[src/hw/rtl/assert_macros.svh]
// Assertion helpers for the scheduler RTL.
`ifndef ASSERT_MACROS_SVH
`define ASSERT_MACROS_SVH

`ifndef SYNTHESIS
`define ASSERT_DIS(label, clk, rst_n, prop, msg) \
    label: assert property (@(posedge clk) disable iff (!rst_n) prop) else $error(msg);
`define ASSERT_CLK(label, clk, prop, msg) \
    label: assert property (@(posedge clk) prop) else $error(msg);
`else
`define ASSERT_DIS(label, clk, rst_n, prop, msg)
`define ASSERT_CLK(label, clk, prop, msg)
`endif

`endif

[src/hw/rtl/ers_pkg.sv]
package ers_pkg;

    localparam int GRP_W = 8;

    typedef enum logic [1:0] {
        DIR_UP    = 2'd0,
        DIR_DOWN  = 2'd1,
        DIR_STAND = 2'd2
    } t_dir;

    typedef enum logic [1:0] {
        ST_OK    = 2'd0,
        ST_END   = 2'd1,
        ST_RANGE = 2'd2,
        ST_IDLE  = 2'd3
    } t_status;

    typedef enum logic [0:0] {
        CFG_TOP    = 1'b0,
        CFG_BOTTOM = 1'b1
    } t_cfg_idx;

    localparam logic signed [5:0] TOP_RESET = 6'sd17;
    localparam logic signed [5:0] BOT_RESET = -6'sd3;

    typedef struct packed {
        logic load;
        logic eval;
        logic scan1;
        logic scan2;
    } t_cmd;

    typedef struct packed {
        logic need_pick;
    } t_sts;

    function automatic logic [2:0] lowest8(input logic [GRP_W-1:0] v);
        logic [2:0] r;
        r = 3'd0;
        for (int i = GRP_W - 1; i >= 0; i--) begin
            if (v[i]) begin
                r = 3'(i);
            end
        end
        return r;
    endfunction

    function automatic logic [2:0] highest8(input logic [GRP_W-1:0] v);
        logic [2:0] r;
        r = 3'd0;
        for (int i = 0; i < GRP_W; i++) begin
            if (v[i]) begin
                r = 3'(i);
            end
        end
        return r;
    endfunction

endpackage

[src/hw/rtl/elevator_request_scheduler_unit.sv]
// o_done strobes after S_EVAL, or after S_SCAN1 and S_SCAN2 when the target search runs.
// The search runs on an accepted press while standing and on every arrival while moving.
// One item at a time: start is taken again the cycle after o_done.
// Reset (synchronous, active low): request maps clear, car stands at floor 0,
// top floor 17, bottom floor -3. The receiver cannot stall; each result shows one cycle.
`include "assert_macros.svh"

module elevator_request_scheduler_unit #(
    parameter int FLOOR_SLOTS = 64
) (
    input  logic              i_clk,
    input  logic              i_rst_n,
    input  logic              i_cfg_we,
    input  logic [0:0]        i_cfg_idx,
    input  logic [5:0]        i_cfg_data,
    input  logic              start,
    output logic              busy,
    input  logic              i_kind,
    input  logic signed [5:0] i_floor,
    input  logic              i_want_up,
    output logic              o_done,
    output logic [1:0]        o_status,
    output logic [1:0]        o_direction,
    output logic signed [5:0] o_target_floor,
    output logic signed [5:0] o_current_floor
);
    import ers_pkg::*;

    t_cmd w_cmd;
    t_sts w_sts;

    ers_ctrl u_ctrl (
        .i_clk   (i_clk),
        .i_rst_n (i_rst_n),
        .i_start (start),
        .i_sts   (w_sts),
        .o_busy  (busy),
        .o_done  (o_done),
        .o_cmd   (w_cmd)
    );

    ers_dpath #(
        .FLOOR_SLOTS (FLOOR_SLOTS)
    ) u_dpath (
        .i_clk           (i_clk),
        .i_rst_n         (i_rst_n),
        .i_cmd           (w_cmd),
        .o_sts           (w_sts),
        .i_cfg_we        (i_cfg_we),
        .i_cfg_idx       (i_cfg_idx),
        .i_cfg_data      (i_cfg_data),
        .i_kind          (i_kind),
        .i_floor         (i_floor),
        .i_want_up       (i_want_up),
        .o_status        (o_status),
        .o_direction     (o_direction),
        .o_target_floor  (o_target_floor),
        .o_current_floor (o_current_floor)
    );

    `ASSERT_DIS(a_accept_busy, i_clk, i_rst_n,
                (start && !busy) |=> busy, "accepted item did not raise busy")
    `ASSERT_DIS(a_done_idle, i_clk, i_rst_n,
                o_done |=> !busy, "block not idle after result")
    `ASSERT_DIS(a_scan_done, i_clk, i_rst_n,
                w_cmd.scan2 |=> o_done, "target pick not followed by result")
    `ASSERT_DIS(a_stand_target, i_clk, i_rst_n,
                (o_done && (o_direction == DIR_STAND)) |-> (o_target_floor == o_current_floor),
                "standing target differs from car floor")

endmodule

[src/hw/rtl/ers_ctrl.sv]
module ers_ctrl (
    input  logic          i_clk,
    input  logic          i_rst_n,
    input  logic          i_start,
    input  ers_pkg::t_sts i_sts,
    output logic          o_busy,
    output logic          o_done,
    output ers_pkg::t_cmd o_cmd
);
    import ers_pkg::*;

    typedef enum logic [4:0] {
        S_IDLE  = 5'b00001,
        S_EVAL  = 5'b00010,
        S_SCAN1 = 5'b00100,
        S_SCAN2 = 5'b01000,
        S_DONE  = 5'b10000
    } t_state;

    t_state r_state;
    t_state n_state;

    always_comb begin
        n_state = r_state;
        unique case (r_state)
            S_IDLE: begin
                if (i_start) begin
                    n_state = S_EVAL;
                end
            end
            S_EVAL: begin
                n_state = i_sts.need_pick ? S_SCAN1 : S_DONE;
            end
            S_SCAN1: n_state = S_SCAN2;
            S_SCAN2: n_state = S_DONE;
            S_DONE:  n_state = S_IDLE;
            default: n_state = S_IDLE;
        endcase
    end

    always_ff @(posedge i_clk) begin
        if (!i_rst_n) begin
            r_state <= S_IDLE;
        end else begin
            r_state <= n_state;
        end
    end

    assign o_busy      = (r_state != S_IDLE);
    assign o_done      = (r_state == S_DONE);
    assign o_cmd.load  = (r_state == S_IDLE) && i_start;
    assign o_cmd.eval  = (r_state == S_EVAL);
    assign o_cmd.scan1 = (r_state == S_SCAN1);
    assign o_cmd.scan2 = (r_state == S_SCAN2);

endmodule

[src/hw/rtl/ers_dpath.sv]
module ers_dpath #(
    parameter int FLOOR_SLOTS = 64
) (
    input  logic               i_clk,
    input  logic               i_rst_n,
    input  ers_pkg::t_cmd      i_cmd,
    output ers_pkg::t_sts      o_sts,
    input  logic               i_cfg_we,
    input  logic [0:0]         i_cfg_idx,
    input  logic [5:0]         i_cfg_data,
    input  logic               i_kind,
    input  logic signed [5:0]  i_floor,
    input  logic               i_want_up,
    output logic [1:0]         o_status,
    output logic [1:0]         o_direction,
    output logic signed [5:0]  o_target_floor,
    output logic signed [5:0]  o_current_floor
);
    import ers_pkg::*;

    localparam int HALF   = FLOOR_SLOTS / 2;
    localparam int SLOT_W = $clog2(FLOOR_SLOTS);
    localparam int N_GRP  = (FLOOR_SLOTS + GRP_W - 1) / GRP_W;
    localparam int PAD_W  = N_GRP * GRP_W;
    localparam int GI_W   = (N_GRP > 1) ? $clog2(N_GRP) : 1;

    logic signed [5:0]      r_top;
    logic signed [5:0]      r_bot;
    logic                   r_kind;
    logic signed [5:0]      r_floor;
    logic                   r_want_up;
    logic [FLOOR_SLOTS-1:0] r_up;
    logic [FLOOR_SLOTS-1:0] r_dn;
    t_dir                   r_dir;
    logic signed [5:0]      r_car;
    logic signed [5:0]      r_goal;
    t_status                r_status;
    logic                   r_pref_up;
    logic [N_GRP-1:0]       r_gany_up;
    logic [N_GRP-1:0]       r_gany_dn;
    logic [2:0]             r_glo_up [N_GRP];
    logic [2:0]             r_ghi_dn [N_GRP];

    logic [7:0]        w_slot;
    logic [7:0]        w_gslot;
    logic              w_slot_ok;
    logic              w_gslot_ok;
    logic [SLOT_W-1:0] w_idx;
    logic [SLOT_W-1:0] w_gidx;
    logic              w_standing;
    logic              w_end;
    logic              w_range;
    t_status           w_status;
    logic              w_need_pick;
    logic              w_pref_up;
    logic [PAD_W-1:0]  w_up_pad;
    logic [PAD_W-1:0]  w_dn_pad;
    logic [GI_W-1:0]   w_lo_grp;
    logic [GI_W-1:0]   w_hi_grp;
    logic              w_up_any;
    logic              w_dn_any;
    logic [7:0]        w_up_slot;
    logic [7:0]        w_dn_slot;
    logic signed [5:0] w_up_floor;
    logic signed [5:0] w_dn_floor;

    always_comb begin
        w_slot     = {{2{r_floor[5]}}, r_floor} + 8'(HALF);
        w_gslot    = {{2{r_goal[5]}}, r_goal} + 8'(HALF);
        w_slot_ok  = !w_slot[7] && (w_slot < 8'(FLOOR_SLOTS));
        w_gslot_ok = !w_gslot[7] && (w_gslot < 8'(FLOOR_SLOTS));
        w_idx      = w_slot[SLOT_W-1:0];
        w_gidx     = w_gslot[SLOT_W-1:0];
        w_standing = (r_dir != DIR_UP) && (r_dir != DIR_DOWN);
        w_end      = (r_want_up && (r_floor == r_top)) || (!r_want_up && (r_floor == r_bot));
        w_range    = (r_floor < r_bot) || (r_floor > r_top) || !w_slot_ok;
        if (r_kind) begin
            w_status    = w_standing ? ST_IDLE : ST_OK;
            w_need_pick = !w_standing;
            w_pref_up   = (r_dir == DIR_UP);
        end else begin
            w_status    = w_end ? ST_END : (w_range ? ST_RANGE : ST_OK);
            w_need_pick = !w_end && !w_range && w_standing;
            w_pref_up   = 1'b1;
        end
    end

    assign o_sts.need_pick = w_need_pick;
    assign w_up_pad = PAD_W'(r_up);
    assign w_dn_pad = PAD_W'(r_dn);

    always_comb begin
        w_lo_grp = '0;
        w_hi_grp = '0;
        for (int g = N_GRP - 1; g >= 0; g--) begin
            if (r_gany_up[g]) begin
                w_lo_grp = GI_W'(g);
            end
        end
        for (int g = 0; g < N_GRP; g++) begin
            if (r_gany_dn[g]) begin
                w_hi_grp = GI_W'(g);
            end
        end
        w_up_any   = |r_gany_up;
        w_dn_any   = |r_gany_dn;
        w_up_slot  = 8'({w_lo_grp, r_glo_up[w_lo_grp]});
        w_dn_slot  = 8'({w_hi_grp, r_ghi_dn[w_hi_grp]});
        w_up_floor = 6'(w_up_slot - 8'(HALF));
        w_dn_floor = 6'(w_dn_slot - 8'(HALF));
    end

    always_ff @(posedge i_clk) begin
        if (!i_rst_n) begin
            r_top <= TOP_RESET;
            r_bot <= BOT_RESET;
        end else if (i_cfg_we) begin
            unique case (i_cfg_idx)
                CFG_TOP:    r_top <= i_cfg_data;
                CFG_BOTTOM: r_bot <= i_cfg_data;
                default:    ;
            endcase
        end
    end

    always_ff @(posedge i_clk) begin
        if (i_cmd.load) begin
            r_kind    <= i_kind;
            r_floor   <= i_floor;
            r_want_up <= i_want_up;
        end
        if (i_cmd.eval) begin
            r_status  <= w_status;
            r_pref_up <= w_pref_up;
        end
        if (i_cmd.scan1) begin
            for (int g = 0; g < N_GRP; g++) begin
                r_gany_up[g] <= |w_up_pad[g*GRP_W +: GRP_W];
                r_gany_dn[g] <= |w_dn_pad[g*GRP_W +: GRP_W];
                r_glo_up[g]  <= lowest8(w_up_pad[g*GRP_W +: GRP_W]);
                r_ghi_dn[g]  <= highest8(w_dn_pad[g*GRP_W +: GRP_W]);
            end
        end
    end

    always_ff @(posedge i_clk) begin
        if (!i_rst_n) begin
            r_up   <= '0;
            r_dn   <= '0;
            r_dir  <= DIR_STAND;
            r_car  <= '0;
            r_goal <= '0;
        end else if (i_cmd.eval) begin
            if (r_kind) begin
                if (!w_standing) begin
                    r_car <= r_goal;
                    if (w_gslot_ok) begin
                        if (r_dir == DIR_UP) begin
                            r_up[w_gidx] <= 1'b0;
                        end else begin
                            r_dn[w_gidx] <= 1'b0;
                        end
                    end
                end
            end else if (!w_end && !w_range) begin
                if (r_want_up) begin
                    r_up[w_idx] <= 1'b1;
                end else begin
                    r_dn[w_idx] <= 1'b1;
                end
            end
        end else if (i_cmd.scan2) begin
            if (r_pref_up) begin
                if (w_up_any) begin
                    r_dir  <= DIR_UP;
                    r_goal <= w_up_floor;
                end else if (w_dn_any) begin
                    r_dir  <= DIR_DOWN;
                    r_goal <= w_dn_floor;
                end else begin
                    r_dir <= DIR_STAND;
                end
            end else begin
                if (w_dn_any) begin
                    r_dir  <= DIR_DOWN;
                    r_goal <= w_dn_floor;
                end else if (w_up_any) begin
                    r_dir  <= DIR_UP;
                    r_goal <= w_up_floor;
                end else begin
                    r_dir <= DIR_STAND;
                end
            end
        end
    end

    assign o_status        = r_status;
    assign o_direction     = r_dir;
    assign o_target_floor  = w_standing ? r_car : r_goal;
    assign o_current_floor = r_car;

endmodule

[config.mk]
export PLATFORM = sky130hd
export DESIGN_NAME = elevator_request_scheduler_unit
export DESIGN_NICKNAME = d
export VERILOG_FILES = /design/src/hw/rtl/ers_pkg.sv /design/src/hw/rtl/elevator_request_scheduler_unit.sv /design/src/hw/rtl/ers_ctrl.sv /design/src/hw/rtl/ers_dpath.sv
export VERILOG_INCLUDE_DIRS = /design/src /design/src/hw/rtl
export SDC_FILE = /design/constraint.sdc
export NUM_CORES = 1
export LEC_CHECK = 0
export BUFFER_PORTS_ARGS = -buffer_cell sky130_fd_sc_hd__buf_4
export CORE_ASPECT_RATIO = 1.4
export CORE_MARGIN = 2
export CORE_UTILIZATION = 62
export DETAILED_ROUTE_END_ITERATION = 8
export PLACE_DENSITY = 0.8
export SYNTH_ARGS = -nofsm -noshare
export SYNTH_HDL_FRONTEND = slang
export SYNTH_SLANG_ARGS = --single-unit
[constraint.sdc]
create_clock -name i_clk -period 2.9 [get_ports i_clk]
set_input_delay 0.58 -clock i_clk [delete_from_list [all_inputs] [get_ports i_clk]]
set_output_delay 0.58 -clock i_clk [all_outputs]
set_load 0.05 [all_outputs]
==> results_dict.tcl <==
set metrics [dict create \
    status "finished clean" \
    drive_gt1_share_pct 10.7 \
    yosys_register_bits 234 \
    fin_skew_ps 9.15 \
    min_from "i_floor[5]" \
    fmax_ghz 0.382 \
    start_util_pct 63.2 \
    synth_most_common_cell "dfxtp_1" \
    endpoint_kind "register" \
    antenna_cells 0 \
    cts_tree "yes" \
    yosys.area.top_type "dfxtp_1" \
    dr.pass1.iters 6 \
    synth-edff-count 75 \
    synth_commonest_cells "dfxtp_1 (159), nor2_1 (111), o21ai_0 (76), edfxtp_1 (75), nand2_1 (68)" \
    post_cts_resized 0 \
    overflow 0 \
    die_y_um 164 \
    ioPinCount 37 \
    drcViolationCount 0 \
    syn2layout_area_growth_pct 12.1 \
    crit_required_ps 3340 \
    met2WireLength_um 15900 \
    crit_arrival_ps 3060 \
    finalCriticalPeriod_ps 2620 \
    grt_first_pass_wirelength_um 52300 \
    row_count 58 \
    clk_latency_ps 510 \
    ant_nets 0 \
    dieArea_um2 19400 \
    nFillCells 1405 \
    nets 1293 \
    r2r-start "u_dpath.r_floor[0]" \
    drt-initial-drc-count 1091 \
    die-width_um 118 \
    place_congestion 0.958 \
    synth_fp_nets 1259 \
    fin_setup_tns_ps 0 \
    cts_buffer_depth 3 \
    synth.top_cell.area_share_pct 28.1 \
    syn_area_per_cell_um2 9.22 \
    numCtsBuffers 23 \
    grt_setup_unrepaired "false" \
    p_leak_nw 4.60 \
    clk_pin_slew_ps 60 \
    power.total_mw 6.67 \
    ctsHoldBuffers 0 \
    grt_pass1_vias 9628 \
    wl_per_cell_um 22.4 \
    synth_cell_types 63 \
    cp_max_fo 56 \
    drt_wl_total_um 34000 \
    hold_depth 1 \
    top_layer_used "met4" \
    wl_met3_um 3010 \
    cts-htree-levels 1 \
    async_reset_ff_share_pct 0 \
    core_um2 17900 \
    drv_cap 0 \
    synthTopCellsByArea "dfxtp_1 (28%), edfxtp_1 (20%), o21a_1 (3.8%)" \
    hold_path_class "in2reg" \
    finalSetupViolCount 0 \
    routed-via-count 10100 \
    postCtsSetupRepairBufs 0 \
    synth.cell_area_um2 11300 \
    finalHoldViolations 0 \
    grt_usage_pct 35.0 \
    netlist_instances 1228 \
    yosysSeqAreaShare_pct 48.0 \
    cts_root_buf "clkbuf_16" \
    slew_headroom_pct 38.6 \
    powerDensity_nw_per_um2 525 \
    worst-r2r-setup-slack_ps 280 \
    critPathLaunchType "register" \
    antenna_found_initial 0 \
    ir_drop_uv 474 \
    yosysWarnings 0 \
    io_buffers 36 \
    maxSlewViolCount 0 \
    r2r-end "u_dpath.r_up[37]" \
    wirelength_met1_um 12400 \
    worstMarginPinSlew_ps 918 \
    grt_max_degree 65 \
    critPathKind "reg2reg" \
    ys.flop_type "dfxtp_1" \
    r2r_cells 8 \
    place_hpwl_um 24200 \
    avgViaCountPerCell 6.67 \
    min_to "u_dpath.r_floor[5]" \
    finalCritPeriodShare_pct 90.3 \
    cts.sinks 234 \
]
[per-stage QoR]
step	cell area [um^2]	hold WS (ps)	util, %	worst slack, ps	std cells
after floorplan	11300	443	-	502	1228
after global placement	12000	454	66.9	412	1477
after detailed placement	12000	464	66.9	318	1477
after CTS	12700	237	70.8	307	1518
after global routing	12700	236	70.8	85.1	1518
final	12700	247	70.8	282	1518
[where the power goes]
group	internal [mW]	switching, mW
registers	3.39	0.0240
clock network	1.60	1.25
logic	0.122	0.285
[critical path, cell delays in order (launching register included)]
cell and delay (ps):
edfxtp_1 420, inv_1 170, ha_1 320, nand4_1 110
nor3_1 380, o211ai_1 210, buf_12 240, or4_1 520
a21boi_1 150
[worst max path at each step]
stage	startpoint	depth (start not counted)	end	slack, ps
after floorplan	u_ctrl.r_state[0]	3	u_dpath.r_gany_dn[0]	500
after global placement	u_dpath.r_floor[5]	7	u_dpath.r_up[37]	410
after detailed placement	u_dpath.r_floor[5]	7	u_dpath.r_up[37]	320
after CTS	u_dpath.r_floor[0]	8	u_dpath.r_up[37]	310
after global routing	u_dpath.r_floor[5]	7	u_dpath.r_up[5]	90
final	u_dpath.r_floor[0]	8	u_dpath.r_up[37]	280
[area by class of cell]
cell class | instances | area [um^2] | area share [%]
Sequential cell | 234 | 5440 | 42.8
Multi-Input combinational cell | 873 | 5400 | 42.5
Timing Repair Buffer | 83 | 673 | 5.31
Clock buffer | 30 | 622 | 4.90
Tap cell | 240 | 300 | 2.37
Inverter | 47 | 176 | 1.39
Clock inverter | 11 | 83.8 | 0.661
[cells in the final DEF, fill, tap and decap left out, drive strengths merged, types with 9 or more instances in the layout]
| cell | instances |
|---|---|
| a21boi | 54 |
| a21oi | 46 |
| and2 | 29 |
| buf | 83 |
| clkbuf | 30 |
| dfxtp | 159 |
| edfxtp | 75 |
| ha | 12 |
| inv | 48 |
| mux2i | 17 |
| nand2 | 68 |
| nand3 | 38 |
| nand3b | 9 |
| nand4 | 16 |
| nor2 | 111 |
| nor2b | 17 |
| nor3 | 49 |
| nor4 | 67 |
| o211a | 9 |
| o211ai | 26 |
| o21a | 58 |
| o21ai | 77 |
| o21bai | 17 |
| o31ai | 35 |
| or3 | 19 |
| or4 | 12 |
[registers in the layout, summed over array words and instances, names as in the netlist, 5 cells and up]
| signal | flops |
|---|---|
| u_dpath.r_top | 6 |
| u_dpath.r_ghi_dn | 24 |
| u_dpath.r_dn | 64 |
| u_dpath.r_gany_up | 8 |
| u_dpath.r_glo_up | 24 |
| u_ctrl.r_state | 5 |
| u_dpath.r_floor | 6 |
| u_dpath.r_goal | 6 |
| u_dpath.o_current_floor | 6 |
| u_dpath.r_gany_dn | 8 |
| u_dpath.r_bot | 6 |
| u_dpath.r_up | 64 |
[kinds of logic after synthesis]
family | synth area share [%]
AND/OR/NAND/NOR | 21.7
AO/OA/AOI/OAI | 22.6
flip-flops | 48.0
buffers and inverters | 4.32
multiplexers | 2.10
adder cells (fa/ha/maj) | 1.33
[per-layer routing]
metal	vias up	global-route usage (%)
li1	4653	-
met1	4753	41.3
met2	533	57.7
met3	186	6.32
met4	0	25.1
met5	-	0
No activity file was read; power rests on OpenSTA's default activity.
